`src/rtl/ctl_pkg.sv`:
```
`default_nettype none
// ----------------------------------------------------------------------------
// ctl_pkg
// Shared types and constants of the C token lexer: token kinds, lexer modes,
// keyword spellings and the entry passed from front end to back end.
// ----------------------------------------------------------------------------
package ctl_pkg;

   localparam int unsigned QUEUE_DEPTH = 4;
   localparam int unsigned QUEUE_AW    = $clog2(QUEUE_DEPTH);

   localparam logic [30:0] NUM_MAX = 31'h7FFF_FFFF;

   localparam logic [4:0] TK_END      = 5'd0;
   localparam logic [4:0] TK_PLUS     = 5'd1;
   localparam logic [4:0] TK_MINUS    = 5'd2;
   localparam logic [4:0] TK_STAR     = 5'd3;
   localparam logic [4:0] TK_SLASH    = 5'd4;
   localparam logic [4:0] TK_LPAREN   = 5'd5;
   localparam logic [4:0] TK_RPAREN   = 5'd6;
   localparam logic [4:0] TK_LBRACE   = 5'd7;
   localparam logic [4:0] TK_RBRACE   = 5'd8;
   localparam logic [4:0] TK_LBRACKET = 5'd9;
   localparam logic [4:0] TK_RBRACKET = 5'd10;
   localparam logic [4:0] TK_SEMI     = 5'd11;
   localparam logic [4:0] TK_ASSIGN   = 5'd12;
   localparam logic [4:0] TK_LT       = 5'd13;
   localparam logic [4:0] TK_GT       = 5'd14;
   localparam logic [4:0] TK_BANG     = 5'd15;
   localparam logic [4:0] TK_EQ_EQ    = 5'd16;
   localparam logic [4:0] TK_LT_EQ    = 5'd17;
   localparam logic [4:0] TK_GT_EQ    = 5'd18;
   localparam logic [4:0] TK_NOT_EQ   = 5'd19;
   localparam logic [4:0] TK_NUMBER   = 5'd20;
   localparam logic [4:0] TK_IDENT    = 5'd21;
   localparam logic [4:0] TK_PRINT    = 5'd22;
   localparam logic [4:0] TK_VAR      = 5'd23;
   localparam logic [4:0] TK_RETURN   = 5'd24;
   localparam logic [4:0] TK_FOR      = 5'd25;
   localparam logic [4:0] TK_ERROR    = 5'd26;

   localparam logic [2:0] MODE_IDLE  = 3'd0;
   localparam logic [2:0] MODE_EQ    = 3'd1;
   localparam logic [2:0] MODE_LT    = 3'd2;
   localparam logic [2:0] MODE_GT    = 3'd3;
   localparam logic [2:0] MODE_BANG  = 3'd4;
   localparam logic [2:0] MODE_NUM   = 3'd5;
   localparam logic [2:0] MODE_IDENT = 3'd6;
   localparam logic [2:0] MODE_ERR   = 3'd7;

   // keyword spellings, first character in the lowest byte
   localparam logic [63:0] KW_PRINT_TEXT  = 64'h0000_0074_6E69_7270;
   localparam logic [63:0] KW_VAR_TEXT    = 64'h0000_0000_0072_6176;
   localparam logic [63:0] KW_RETURN_TEXT = 64'h0000_6E72_7574_6572;
   localparam logic [63:0] KW_FOR_TEXT    = 64'h0000_0000_0072_6F66;
   localparam logic [3:0]  KW_PRINT_LEN   = 4'd5;
   localparam logic [3:0]  KW_VAR_LEN     = 4'd3;
   localparam logic [3:0]  KW_RETURN_LEN  = 4'd6;
   localparam logic [3:0]  KW_FOR_LEN     = 4'd3;

   // tokens raised by one input beat: a flushed pending token, then its own
   typedef struct packed {
      logic        has_a;
      logic [4:0]  a_kind;
      logic [30:0] a_num;
      logic        a_sat;
      logic [63:0] a_text;
      logic [3:0]  a_len;
      logic        a_trunc;
      logic        has_b;
      logic [4:0]  b_kind;
   } ctl_entry_type;

endpackage
`default_nettype wire

```
`src/rtl/ctl_front.sv`:
```
`default_nettype none
// ----------------------------------------------------------------------------
// ctl_front
// Front end: takes one byte beat per cycle while accept is high, tracks the
// pending token and writes the tokens raised by each beat into the token queue.
// ----------------------------------------------------------------------------
module ctl_front import ctl_pkg::*; #(
   parameter int unsigned SYMBOL_CHARS = 8
) (
   input  wire logic          clock,
   input  wire logic          reset,
   input  wire logic          accept,
   input  wire logic [7:0]    in_byte,
   input  wire logic          end_of_input,
   output ctl_entry_type      entry,
   output logic               entry_push
);

   logic [2:0]  mode_ff,  mode_in;
   logic [30:0] acc_ff,   acc_in;
   logic        clamp_ff, clamp_in;
   logic [63:0] sym_ff,   sym_in;
   logic [3:0]  cnt_ff,   cnt_in;
   logic        ovf_ff,   ovf_in;

   logic        is_space, is_digit, is_letter, is_punct;
   logic [4:0]  punct_kind;
   logic        flush_has;
   logic [4:0]  flush_kind;
   logic [4:0]  kw_kind;
   logic [34:0] acc_wide;

   always_comb begin
      is_space  = (in_byte == 8'h20) || (in_byte >= 8'h09 && in_byte <= 8'h0D);
      is_digit  = (in_byte >= 8'h30 && in_byte <= 8'h39);
      is_letter = (in_byte >= 8'h41 && in_byte <= 8'h5A) ||
                  (in_byte >= 8'h61 && in_byte <= 8'h7A);
      is_punct  = 1'b1;
      case (in_byte)
         8'h2B:   punct_kind = TK_PLUS;
         8'h2D:   punct_kind = TK_MINUS;
         8'h2A:   punct_kind = TK_STAR;
         8'h2F:   punct_kind = TK_SLASH;
         8'h28:   punct_kind = TK_LPAREN;
         8'h29:   punct_kind = TK_RPAREN;
         8'h7B:   punct_kind = TK_LBRACE;
         8'h7D:   punct_kind = TK_RBRACE;
         8'h5B:   punct_kind = TK_LBRACKET;
         8'h5D:   punct_kind = TK_RBRACKET;
         8'h3B:   punct_kind = TK_SEMI;
         default: begin
            punct_kind = TK_END;
            is_punct   = 1'b0;
         end
      endcase
   end

   // keyword lookup of the held identifier
   always_comb begin
      kw_kind = TK_IDENT;
      if (!ovf_ff) begin
         if (cnt_ff == KW_PRINT_LEN && sym_ff == KW_PRINT_TEXT) begin
            kw_kind = TK_PRINT;
         end else if (cnt_ff == KW_VAR_LEN && sym_ff == KW_VAR_TEXT) begin
            kw_kind = TK_VAR;
         end else if (cnt_ff == KW_RETURN_LEN && sym_ff == KW_RETURN_TEXT) begin
            kw_kind = TK_RETURN;
         end else if (cnt_ff == KW_FOR_LEN && sym_ff == KW_FOR_TEXT) begin
            kw_kind = TK_FOR;
         end
      end
   end

   // token held by the current mode
   always_comb begin
      flush_has = 1'b1;
      case (mode_ff)
         MODE_EQ:    flush_kind = TK_ASSIGN;
         MODE_LT:    flush_kind = TK_LT;
         MODE_GT:    flush_kind = TK_GT;
         MODE_BANG:  flush_kind = TK_BANG;
         MODE_NUM:   flush_kind = TK_NUMBER;
         MODE_IDENT: flush_kind = kw_kind;
         default: begin
            flush_kind = TK_END;
            flush_has  = 1'b0;
         end
      endcase
   end

   assign acc_wide = ({4'b0, acc_ff} << 3) + ({4'b0, acc_ff} << 1) + {31'b0, in_byte[3:0]};

   always_comb begin
      mode_in  = mode_ff;
      acc_in   = acc_ff;
      clamp_in = clamp_ff;
      sym_in   = sym_ff;
      cnt_in   = cnt_ff;
      ovf_in   = ovf_ff;

      entry          = '0;
      entry.a_kind   = flush_kind;
      entry.a_num    = (mode_ff == MODE_NUM) ? acc_ff : 31'd0;
      entry.a_sat    = (mode_ff == MODE_NUM) ? clamp_ff : 1'b0;
      if (mode_ff == MODE_IDENT && flush_kind == TK_IDENT) begin
         entry.a_text  = sym_ff;
         entry.a_len   = cnt_ff;
         entry.a_trunc = ovf_ff;
      end

      if (end_of_input) begin
         entry.has_a  = flush_has;
         entry.has_b  = 1'b1;
         entry.b_kind = TK_END;
         mode_in      = MODE_IDLE;
         acc_in       = '0;
         clamp_in     = 1'b0;
         sym_in       = '0;
         cnt_in       = '0;
         ovf_in       = 1'b0;
      end else if (mode_ff == MODE_ERR) begin
         entry.has_a = 1'b0;
      end else if (mode_ff >= MODE_EQ && mode_ff <= MODE_BANG && in_byte == 8'h3D) begin
         entry.has_a = 1'b1;
         case (mode_ff)
            MODE_EQ:   entry.a_kind = TK_EQ_EQ;
            MODE_LT:   entry.a_kind = TK_LT_EQ;
            MODE_GT:   entry.a_kind = TK_GT_EQ;
            default:   entry.a_kind = TK_NOT_EQ;
         endcase
         mode_in = MODE_IDLE;
      end else if (mode_ff == MODE_NUM && is_digit) begin
         if (acc_wide > {4'b0, NUM_MAX}) begin
            acc_in   = NUM_MAX;
            clamp_in = 1'b1;
         end else begin
            acc_in = acc_wide[30:0];
         end
      end else if (mode_ff == MODE_IDENT && is_letter) begin
         if (cnt_ff < 4'(SYMBOL_CHARS)) begin
            sym_in = sym_ff | ({56'b0, in_byte} << {cnt_ff[2:0], 3'b000});
            cnt_in = cnt_ff + 4'd1;
         end else begin
            ovf_in = 1'b1;
         end
      end else begin
         entry.has_a = flush_has;
         mode_in     = MODE_IDLE;
         if (is_space) begin
            entry.has_b = 1'b0;
         end else if (is_punct) begin
            entry.has_b  = 1'b1;
            entry.b_kind = punct_kind;
         end else if (in_byte == 8'h3D) begin
            mode_in = MODE_EQ;
         end else if (in_byte == 8'h3C) begin
            mode_in = MODE_LT;
         end else if (in_byte == 8'h3E) begin
            mode_in = MODE_GT;
         end else if (in_byte == 8'h21) begin
            mode_in = MODE_BANG;
         end else if (is_digit) begin
            mode_in  = MODE_NUM;
            acc_in   = {27'b0, in_byte[3:0]};
            clamp_in = 1'b0;
         end else if (is_letter) begin
            mode_in = MODE_IDENT;
            sym_in  = {56'b0, in_byte};
            cnt_in  = 4'd1;
            ovf_in  = 1'b0;
         end else begin
            mode_in      = MODE_ERR;
            entry.has_b  = 1'b1;
            entry.b_kind = TK_ERROR;
         end
      end
   end

   assign entry_push = accept && (entry.has_a || entry.has_b);

   always_ff @(posedge clock) begin
      if (reset) begin
         mode_ff  <= MODE_IDLE;
         acc_ff   <= '0;
         clamp_ff <= 1'b0;
         sym_ff   <= '0;
         cnt_ff   <= '0;
         ovf_ff   <= 1'b0;
      end else if (accept) begin
         mode_ff  <= mode_in;
         acc_ff   <= acc_in;
         clamp_ff <= clamp_in;
         sym_ff   <= sym_in;
         cnt_ff   <= cnt_in;
         ovf_ff   <= ovf_in;
      end
   end

endmodule
`default_nettype wire

```
`src/rtl/ctl_queue.sv`:
```
`default_nettype none
// ----------------------------------------------------------------------------
// ctl_queue
// Short first-in first-out queue of token entries between front and back end.
// ----------------------------------------------------------------------------
module ctl_queue import ctl_pkg::*; (
   input  wire logic          clock,
   input  wire logic          reset,
   input  wire logic          wr_en,
   input  ctl_entry_type      wr_entry,
   output logic               full,
   output logic               head_valid,
   output ctl_entry_type      head,
   input  wire logic          rd_en
);

   ctl_entry_type              mem_ff [QUEUE_DEPTH];
   logic [QUEUE_AW-1:0]        wr_ptr_ff, rd_ptr_ff;
   logic [QUEUE_AW:0]          count_ff, count_in;

   assign full       = (count_ff == (QUEUE_AW+1)'(QUEUE_DEPTH));
   assign head_valid = (count_ff != '0);
   assign head       = mem_ff[rd_ptr_ff];

   always_comb begin
      count_in = count_ff;
      if (wr_en && !rd_en) begin
         count_in = count_ff + 1'b1;
      end else if (!wr_en && rd_en) begin
         count_in = count_ff - 1'b1;
      end
   end

   always_ff @(posedge clock) begin
      if (wr_en) begin
         mem_ff[wr_ptr_ff] <= wr_entry;
      end
   end

   always_ff @(posedge clock) begin
      if (reset) begin
         wr_ptr_ff <= '0;
         rd_ptr_ff <= '0;
         count_ff  <= '0;
      end else begin
         if (wr_en) begin
            wr_ptr_ff <= wr_ptr_ff + 1'b1;
         end
         if (rd_en) begin
            rd_ptr_ff <= rd_ptr_ff + 1'b1;
         end
         count_ff <= count_in;
      end
   end

endmodule
`default_nettype wire

```
`src/rtl/ctl_back.sv`:
```
`default_nettype none
// ----------------------------------------------------------------------------
// ctl_back
// Back end: splits each queued entry into one or two token beats and holds
// the current token in an output register until it is popped.
// ----------------------------------------------------------------------------
module ctl_back import ctl_pkg::*; (
   input  wire logic          clock,
   input  wire logic          reset,
   input  wire logic          head_valid,
   input  ctl_entry_type      head,
   output logic               head_pop,
   output logic               empty,
   input  wire logic          pop,
   output logic [4:0]         token_kind,
   output logic [30:0]        number_value,
   output logic               number_saturated,
   output logic [63:0]        symbol_text,
   output logic [3:0]         symbol_length,
   output logic               symbol_truncated,
   output logic               last_of_run
);

   logic        valid_ff;
   logic        phase_ff, phase_in;
   logic        load;
   logic        take_a;
   logic [4:0]  kind_ff;
   logic [30:0] num_ff;
   logic        sat_ff;
   logic [63:0] text_ff;
   logic [3:0]  len_ff;
   logic        trunc_ff;
   logic        last_ff;

   assign load     = head_valid && (!valid_ff || pop);
   assign take_a   = !phase_ff && head.has_a;
   assign head_pop = load && !(take_a && head.has_b);

   always_comb begin
      phase_in = phase_ff;
      if (load) begin
         phase_in = take_a && head.has_b;
      end
   end

   always_ff @(posedge clock) begin
      if (reset) begin
         valid_ff <= 1'b0;
         phase_ff <= 1'b0;
      end else begin
         phase_ff <= phase_in;
         if (load) begin
            valid_ff <= 1'b1;
         end else if (pop) begin
            valid_ff <= 1'b0;
         end
      end
   end

   always_ff @(posedge clock) begin
      if (load) begin
         if (take_a) begin
            kind_ff  <= head.a_kind;
            num_ff   <= head.a_num;
            sat_ff   <= head.a_sat;
            text_ff  <= head.a_text;
            len_ff   <= head.a_len;
            trunc_ff <= head.a_trunc;
            last_ff  <= !head.has_b;
         end else begin
            kind_ff  <= head.b_kind;
            num_ff   <= '0;
            sat_ff   <= 1'b0;
            text_ff  <= '0;
            len_ff   <= '0;
            trunc_ff <= 1'b0;
            last_ff  <= 1'b1;
         end
      end
   end

   assign empty            = !valid_ff;
   assign token_kind       = kind_ff;
   assign number_value     = num_ff;
   assign number_saturated = sat_ff;
   assign symbol_text      = text_ff;
   assign symbol_length    = len_ff;
   assign symbol_truncated = trunc_ff;
   assign last_of_run      = last_ff;

endmodule
`default_nettype wire

```
`src/rtl/c_token_lexer.sv`:
```
`default_nettype none
// ----------------------------------------------------------------------------
// c_token_lexer
// Byte-serial lexer for a small C-like language: punctuators, comparison
// operators, saturating decimal numbers, identifiers and four keywords.
// ----------------------------------------------------------------------------
// path: a beat's tokens pass through the token queue into the output register
// throughput: one byte beat per cycle while the queue is not full; tokens leave
//   at one per cycle while popped, and a 4-entry queue absorbs two-token beats
// reset: synchronous; lexer returns to idle, queue and output register empty
// ----------------------------------------------------------------------------
module c_token_lexer import ctl_pkg::*; #(
   parameter int unsigned SYMBOL_CHARS = 8
) (
   input  wire logic          clock,
   input  wire logic          reset,
   input  wire logic          push,
   output logic               full,
   input  wire logic [7:0]    req_in_byte,
   input  wire logic          req_end_of_input,
   output logic               empty,
   input  wire logic          pop,
   output logic [4:0]         rsp_token_kind,
   output logic [30:0]        rsp_number_value,
   output logic               rsp_number_saturated,
   output logic [63:0]        rsp_symbol_text,
   output logic [3:0]         rsp_symbol_length,
   output logic               rsp_symbol_truncated,
   output logic               rsp_last_of_run
);

   ctl_entry_type entry;
   ctl_entry_type head;
   logic          entry_push;
   logic          head_valid;
   logic          head_pop;
   logic          accept;

   assign accept = push && !full;

   ctl_front #(
      .SYMBOL_CHARS (SYMBOL_CHARS)
   ) u_front (
      .clock        (clock),
      .reset        (reset),
      .accept       (accept),
      .in_byte      (req_in_byte),
      .end_of_input (req_end_of_input),
      .entry        (entry),
      .entry_push   (entry_push)
   );

   ctl_queue u_queue (
      .clock      (clock),
      .reset      (reset),
      .wr_en      (entry_push),
      .wr_entry   (entry),
      .full       (full),
      .head_valid (head_valid),
      .head       (head),
      .rd_en      (head_pop)
   );

   ctl_back u_back (
      .clock            (clock),
      .reset            (reset),
      .head_valid       (head_valid),
      .head             (head),
      .head_pop         (head_pop),
      .empty            (empty),
      .pop              (pop),
      .token_kind       (rsp_token_kind),
      .number_value     (rsp_number_value),
      .number_saturated (rsp_number_saturated),
      .symbol_text      (rsp_symbol_text),
      .symbol_length    (rsp_symbol_length),
      .symbol_truncated (rsp_symbol_truncated),
      .last_of_run      (rsp_last_of_run)
   );

endmodule
`default_nettype wire

```
`config.mk`:
```
export PLATFORM = sky130hd
export DESIGN_NAME = c_token_lexer
export DESIGN_NICKNAME = d
export VERILOG_FILES = /design/src/rtl/ctl_pkg.sv /design/src/rtl/ctl_front.sv /design/src/rtl/ctl_queue.sv /design/src/rtl/ctl_back.sv /design/src/rtl/c_token_lexer.sv
export SDC_FILE = /design/constraint.sdc
export NUM_CORES = 1
export LEC_CHECK = 0
export BUFFER_PORTS_ARGS = -buffer_cell sky130_fd_sc_hd__buf_2
export CORE_UTILIZATION = 35
export CTS_BUF_LIST = sky130_fd_sc_hd__clkbuf_8
export DETAILED_ROUTE_END_ITERATION = 12
export HOLD_SLACK_MARGIN = 0.08
export MAX_ROUTING_LAYER = met4
export SLEW_MARGIN = 20
export SYNTH_ARGS = -nofsm -noshare
export SYNTH_HDL_FRONTEND = slang
export SYNTH_SLANG_ARGS = --single-unit
```
`constraint.sdc`:
```
create_clock -name clock -period 9.7 [get_ports clock]
set_input_delay 0.485 -clock clock [delete_from_list [all_inputs] [get_ports clock]]
set_output_delay 0.485 -clock clock [all_outputs]
set_load 0.03 [all_outputs]
```
# Word level (Yosys, flattened, before mapping)
# Memory sizes are Yosys's and may differ from the RTL's. A register that Yosys moved wholly into a read port is not among the register bits.
# Cells that the tools add are included.
word_totals:
  input_bits: 13
  memories: 1
  output_inout_bits: 109
  ram_bits: 452
  ff_bits: 220
op_classes:
  muxes: 125
  n_reduce_logical: 44
  add_sub_neg: 7
  shifts: 1
  bitwise_logic: 1
  magnitude_cmp: 12
  n_eq_ne: 54
mem_list:
  columns: ["memory", "depth", "word_bits", "read_ports", "rd_clocked_by_memory_dff", "write_ports", "line_no", "source"]
  rows:
  - ["u_queue.mem_ff", 4, 113, 1, 1, 1, "ctl_queue.sv:17", "ctl_entry_type mem_ff [QUEUE_DEPTH];"]
op_table:
  columns: ["cell", "count"]
  rows:
  - ["$mux W64", 14]
  - ["$mux W31", 14]
  - ["$eq A64 B23 Y1 const B", 2]
  - ["$eq A8 B6 Y1 const B", 12]
  - ["$mux W6", 12]
  - ["$mux W69", 1]
  - ["$eq A64 B39 Y1 const B", 1]
  - ["$eq A64 B47 Y1 const B", 1]
  - ["$or A64 B64 Y64", 1]
  - ["$shl A8 B6 Y64", 1]
  - ["$mux W4", 15]
  - ["$mux W5", 9]
  - ["$pmux W4 S11", 1]
  - ["$mux W1", 41]
  - ["$mux W3", 13]
  - ["$add A34 B32 Y35", 1]
  - ["$add A35 B4 Y35", 1]
  - ["$gt A35 B31 Y1 const B", 1]
  - ["$eq A8 B7 Y1 const B", 4]
  - ["$ne A3 B3 Y1 const B", 10]
  - ["$pmux W5 S6", 1]
  - ["$ne A3 B2 Y1 const B", 9]
  - ["$reduce_and A13 Y1", 2]
  - ["$logic_and A1 B1 Y1", 21]
  - ["31 further kinds", 56]

# Longest topological paths before layout
depth:
  ltp_word: 22
  ltp_mapped: 16
  depth_no_buf: 13

# Hierarchy
# A second synthesis with hierarchy kept.
unflattened:
  hier_cells: 1899
  hier_area_um2: 28870.2
modules_own_cells:
  columns: ["mod", "seq_area_each_um2", "instances", "area_per_inst_um2", "cells_each"]
  rows:
  - ["ctl_queue", 13753.2, 1, 16762.3, 635]
  - ["ctl_front", 2082.0, 1, 7986.4, 1024]
  - ["ctl_back", 3253.1, 1, 4107.7, 239]
  - ["c_token_lexer", 0.0, 1, 13.8, 1]

# Worst setup path after synthesis
# No wires, ideal clock.
synth_path:
  path_type: "input to register"
  startpoint: "input port pop"
  endpoint: "register u_queue.count_ff[2]"
  path_buffers: 0
  stages: 9
  path_slack_ns: 1.887
  t_arrival_ns: 7.742
  required_time_ns: 9.630
  path_cell_list: "inv_1 > a21oi_1 > nand2_1 > ha_1 > inv_1 > fa_1 > xor2_1 > or3_1 > a21oi_1"
synth_via:
  elab_chain_cells: 6
  elab_cells_between_ends: 8
synth_rtl:
  columns: ["element", "line_no", "source"]
  rows:
  - ["start, declared", "c_token_lexer.sv:22", "input wire logic pop,"]
  - ["$logic_or A1 B1 Y1 *", "ctl_back.sv:36", "assign load = head_valid && (!valid_ff || pop);"]
  - ["$logic_and A1 B1 Y1 *", "ctl_back.sv:36", null]
  - ["via u_back.load", "ctl_back.sv:26", "logic load;"]
  - ["$logic_and A1 B1 Y1 *", "ctl_back.sv:38", "assign head_pop = load && !(take_a && head.has_b);"]
  - ["$logic_not A1 Y1", "ctl_queue.sv:27", "if (wr_en && !rd_en) begin"]
  - ["$logic_and A1 B1 Y1", "ctl_queue.sv:27", null]
  - ["$mux W3 or $reduce_bool A2 Y1 (tied branches)", null, null]
  - ["end signal, assigned", "ctl_queue.sv:52", "count_ff <= count_in;"]
  - ["end, declared", "ctl_queue.sv:19", "logic [QUEUE_AW:0] count_ff, count_in;"]
# The timed path passes the listed nets; every way through them passes the cells marked *.
# A chain may end at the register's enable or synchronous reset.

# Worst setup path in the final report
layout_path:
  startpoint: "register u_front.mode_ff[2]"
  endpoint: "memory u_queue.mem_ff[1][24] (netlist name), enable pin"
layout_via:
  elab_chain_cells: 12
  elab_cells_between_ends: 29
layout_rtl:
  columns: ["element", "line_no", "source"]
  rows:
  - ["start, declared", "ctl_front.sv:19", "logic [2:0] mode_ff, mode_in;"]
  - ["start signal, assigned", "ctl_front.sv:190", "mode_ff <= mode_in;"]
  - ["$eq A3 B3 Y1, or another cell as far along", "ctl_front.sv:77", "case (mode_ff)"]
  - ["$reduce_or A6 Y1 (no line)", null, null]
  - ["$mux W1", "ctl_front.sv:77", null]
  - ["$mux W1", "ctl_front.sv:139", "end else if (mode_ff == MODE_IDENT && is_letter) begin"]
  - ["$mux W1", "ctl_front.sv:132", "end else if (mode_ff == MODE_NUM && is_digit) begin"]
  - ["$mux W1", "ctl_front.sv:123", "end else if (mode_ff >= MODE_EQ && mode_ff <= MODE_BANG && in_byte == 8'h3D) begin"]
  - ["$mux W1", "ctl_front.sv:121", "end else if (mode_ff == MODE_ERR) begin"]
  - ["$mux W1", "ctl_front.sv:111", "if (end_of_input) begin"]
  - ["$logic_or A1 B1 Y1 *", "ctl_front.sv:179", "assign entry_push = accept && (entry.has_a || entry.has_b);"]
  - ["$logic_and A1 B1 Y1 *", "ctl_front.sv:179", null]
  - ["via entry_push", "c_token_lexer.sv:34", "logic entry_push;"]
  - ["$mux W1 *", "ctl_queue.sv:35", "if (wr_en) begin"]
  - ["$mux W1 (implied by the code) *", "ctl_queue.sv:36", "mem_ff[wr_ptr_ff] <= wr_entry;"]
  - ["end, declared", "ctl_queue.sv:17", null]
# Marked as above.

==> metrics.csv <==
stage,metric,value,unit
route,drt-total-wl,62700,um
cells_and_area,postLayoutCoreUtil,40.3,%
global_route,grt_usage,15.8,%
route,via_count,16100,
hold_path,min_from,req_in_byte[6],
pwr,pwr-share-seq,47.7,%
status,status,completed,
pwr,pwr-share-clk,28.8,%
synth,syn_inst,1875,
critical_path,cp_data_arrival_time,4.61,ns
critical_path,crit_type,reg2reg,
critical_path,cp-start-kind,register,
timing,relSlewSlack,26.1,%
timing,worst_pin_slew,1.10,ns
die,start_util,35.6,%
place,io_buffers,121,
clock_tree,path_clk_slew,0.06,ns
timing,fin_tns_setup,0,ns
global_route,grt_overflow,0,
die,core.rowCount,103,
pwr,ir_worst_vdd,0.156,mV
synth,yosys_warnings,0,
clock_tree,h-tree-depth,3,
route,drtPass1Iterations,5,
route,postRouteAntennaNets,0,
global_route,grt-busiest-layer,met2,
clock_tree,cts.sinks,674,
timing,skew,0.0665,ns
critical_path,critPathBufInv,2,
global_route,use_met1,21.6,%
critical_path,slowest_stage,buf_4,
critical_path,path_cells,nand2_1 -> nor2_1 -> buf_4 -> nand4_1 -> o21ai_0 -> or3_1 -> a31oi_2 -> and2_4 -> buf_4,
hold_path,worstHoldEndpoint,u_front.sym_ff[62]$_SDFFE_PP0P_,
synth,yosysSeqAreaShare,67.5,%
clock_tree,cts_tree,yes,
die,fp.dieH,286,um
critical_path,r2r-end,u_queue.mem_ff[1][24]$_DFFE_PP_,
place,gp_congestion,0.910,
cells_and_area,final_net_count,2104,
pwr,power.switching,2.55,mW
critical_path,crit_family,simple AND/OR/NAND/NOR gates,
global_route,use_met3,3.00,%
clock_tree,postCtsSetupBuffers,0,
critical_path,reg2reg_slack,5.38,ns
critical_path,worst_path_most_repeated_cell,buf_4,
global_route,antenna_found_initial,4,
critical_path,endpoint_kind,register,
global_route,grtUsageMet2,23.9,%
pwr,power,8.06,mW
synth,syn_area,28300,um^2
clock_tree,clock_latency,0.74,ns
global_route,grt_max_degree,74,
synth,syn_nets,1960,
cells_and_area,fillers,7239,
pwr,sw_frac_of_total,31.6,%
critical_path,r2r_start,u_front.mode_ff[2]$_SDFFE_PP0P_,
timing,rsz0062_at_grt,no,
clock_tree,cts_root_buffer,clkbuf_8,
timing,maxSlewViolCount,0,
clock_tree,clock_path_buffers,3,
route,wl_per_cell,19.9,um
place,place_worst_setup_slack,5.06,ns
cells_and_area,drive_gt1_share,20.4,%
pwr,power_density,252,nW/um^2
die,core_area,79500,um^2
die,dieArea,81900,um^2
synth,async_reset_ff_share,0,%
global_route,grt_pass1_wl,96500,um
route,first_iter_violations,1187,
clock_tree,numCtsBuffers,107,
hold_path,holdCritPathClass,in2reg,
synth,synth_edf_count,559,
pwr,power.leakage,11.4,nW
pwr,p_comb_share,23.5,%
synth,ys_seq_elements,674,
timing,hold_violations,0,
place,dp_hpwl,39800,um
timing,max_freq,0.232,GHz
hold_path,holdPathStages,3,
timing,layout_setup_ws,5.38,ns
die,ioPinCount,122,
route,viasPerCell,5.10,
critical_path,crit_required,9.99,ns
timing,setup_viol,0,
synth,yosysUniqueCellTypes,79,
timing,finalCritPeriodShare,44.5,%
critical_path,reg2reg_depth,9,
run,drv_cap,0,
synth,synth-main-ff-cell,edfxtp_1,
critical_path,crit_path_max_fanout,68,
pwr,p_int,5.51,mW
global_route,grt_pass1_vias,16400,
critical_path,critPathMaxStageDelay,0.97,ns
synth,avgSynthCellArea,15.1,um^2
cells_and_area,syn_to_final_growth,13.3,%
timing,post-route-min-period,4.32,ns
die,die_x,286,um
route,drc_errors,0,
-- worst min-delay path, stage by stage --
cell	delay (ns)
buf_2	0.19
a31oi_1	0.19
nor2_1	0.05
-- logic make-up after synthesis --
kind of cell    count (synthesis)  share of synthesized area, %
simple gates                  574                          11.0
flops                         674                          67.5
buf+inv                       134                          1.99
xor+xnor                       32                         0.991
compound gates                266                          5.90
mux                           123                          9.38
fa+ha+maj                      72                          3.27
-- flip-flops by register name (all words and copies together), names as in the netlist, named ones only --
name / flops
u_back.number_saturated: 1
u_back.last_of_run: 1
u_back.valid_ff: 1
u_back.token_kind: 5
u_back.symbol_text: 64
u_back.phase_ff: 1
u_back.symbol_length: 4
u_front.clamp_ff: 1
u_front.mode_ff: 3
u_front.cnt_ff: 4
u_queue.rd_ptr_ff: 2
u_front.sym_ff: 64
u_front.ovf_ff: 1
u_back.symbol_truncated: 1
u_back.number_value: 31
u_queue.wr_ptr_ff: 2
u_front.acc_ff: 31
u_queue.count_ff: 3
u_queue.mem_ff: 452
-- cell usage in the layout (no fill, tap or decap), types with 15 or more instances in the layout --
cell      netlist  layout
a31oi_1        37      37
buf_2          16     121
o21ai_0        52      52
mux4_2        113     113
buf_4           2      15
ha_1           69      69
nor4_1         16      16
dfxtp_1       115     113
inv_1          29      61
and2_1        108     104
nand2_1        87      87
clkbuf_8        0     111
nor2_1        132     131
a21oi_1       103     102
nor2b_1       119     119
xor2_1         15      15
nand3_1        16      16
nor3_1         21      20
nand4_1        22      22
xnor2_1        17      17
edfxtp_1      559     559
clkinv_1        0      27
-- how the worst max path moves through the flow --
stage	start	end	slack (ns)	cells past startpoint
6_report	u_front.mode_ff[2]$_SDFFE_PP0P_	u_queue.mem_ff[1][24]$_DFFE_PP_	5.38	9
2_1_floorplan	pop	u_queue.count_ff[2]$_SDFFE_PP0P_	1.89	9
4_1_cts	u_front.mode_ff[2]$_SDFFE_PP0P_	u_queue.mem_ff[0][24]$_DFFE_PP_	5.33	9
3_3_place_gp	req_in_byte[2]	u_queue.mem_ff[0][24]$_DFFE_PP_	5.15	9
5_1_grt	u_front.mode_ff[2]$_SDFFE_PP0P_	u_queue.mem_ff[1][24]$_DFFE_PP_	5.06	9
3_5_place_dp	req_in_byte[2]	u_queue.mem_ff[0][100]$_DFFE_PP_	5.06	9
-- stage by stage --
step | area [um^2] | cells | hold slack, ns
global route | 32000 | 3158 | 0.214
CTS | 32000 | 3154 | 0.142
detailed placement | 29900 | 2958 | 0.467
finish | 32000 | 3159 | 0.225
floorplan | 28300 | 1875 | 0.440
global placement | 29900 | 2958 | 0.464
-- area by class of cell --
class                      instances  area, um^2  share of cell area [%]
antenna                            4        10.0                  0.0312
clock buffer                     111        1530                    4.77
clock inverter                    84         529                    1.65
inverter                          29         109                   0.340
multi-input combinational       1067        8670                    27.1
sequential                       674       19100                    59.6
tap                             1050        1310                    4.10
timing repair buffer             140         778                    2.43
-- repair_timing --
item / 4_1_cts / 5_1_grt
endpoints found under the hold margin: 1 / 0
hold buffers: 1 / 0
resized for setup: 0 / 0
-- layer usage --
layer | vias to the layer above | wire length (um)
li1 | 7446 | -
met1 | 8131 | 28900
met2 | 443 | 29100
met3 | 96 | 3640
met4 | 0 | 1050
met5 | - | 0
-- synth_stat cells, drive strengths merged (3+ instances only) --
library cell / instances / area, um^2
mux2: 7 / 78.8
nand2: 87 / 327
o21ai: 55 / 290
a21oi: 105 / 533
nand4: 22 / 138
nand3: 16 / 80.1
nor4b: 3 / 26.3
mux4: 113 / 2540
inv: 29 / 109
or4b: 3 / 30.0
a31oi: 38 / 244
nor3b: 3 / 22.5
dfxtp: 115 / 2300
and4: 4 / 35.0
a22o: 7 / 61.3
nand4b: 5 / 43.8
edfxtp: 559 / 16800
a211oi: 6 / 50.1
nor2: 132 / 495
clkbuf: 73 / 277
and2: 109 / 684
a211o: 3 / 26.3
or2: 5 / 31.3
o21a: 3 / 22.5
a21boi: 3 / 22.5
a21o: 10 / 75.1
nor2b: 119 / 744
o221ai: 4 / 47.6
xor2: 15 / 131
fa: 3 / 60.1
ha: 69 / 863
or3: 5 / 31.3
nand2b: 9 / 56.3
nor3: 27 / 178
xnor2: 17 / 149
buf: 32 / 178
mux2i: 3 / 30.0
nor4: 17 / 121
and3: 4 / 25.0
o21bai: 3 / 22.5
o31a: 3 / 26.3
o211ai: 6 / 50.1
-- power by group through the flow --
stage | sequential [mW] | combinational (mW) | clock [mW]
2_1_floorplan | 4.37 | 0.900 | 0
3_3_place_gp | 3.90 | 1.93 | 0
3_5_place_dp | 3.91 | 1.94 | 0
4_1_cts | 3.86 | 1.94 | 2.39
5_1_grt | 3.89 | 2.03 | 2.51
6_report | 3.84 | 1.89 | 2.32
No activity file was read; power rests on OpenSTA's default activity.
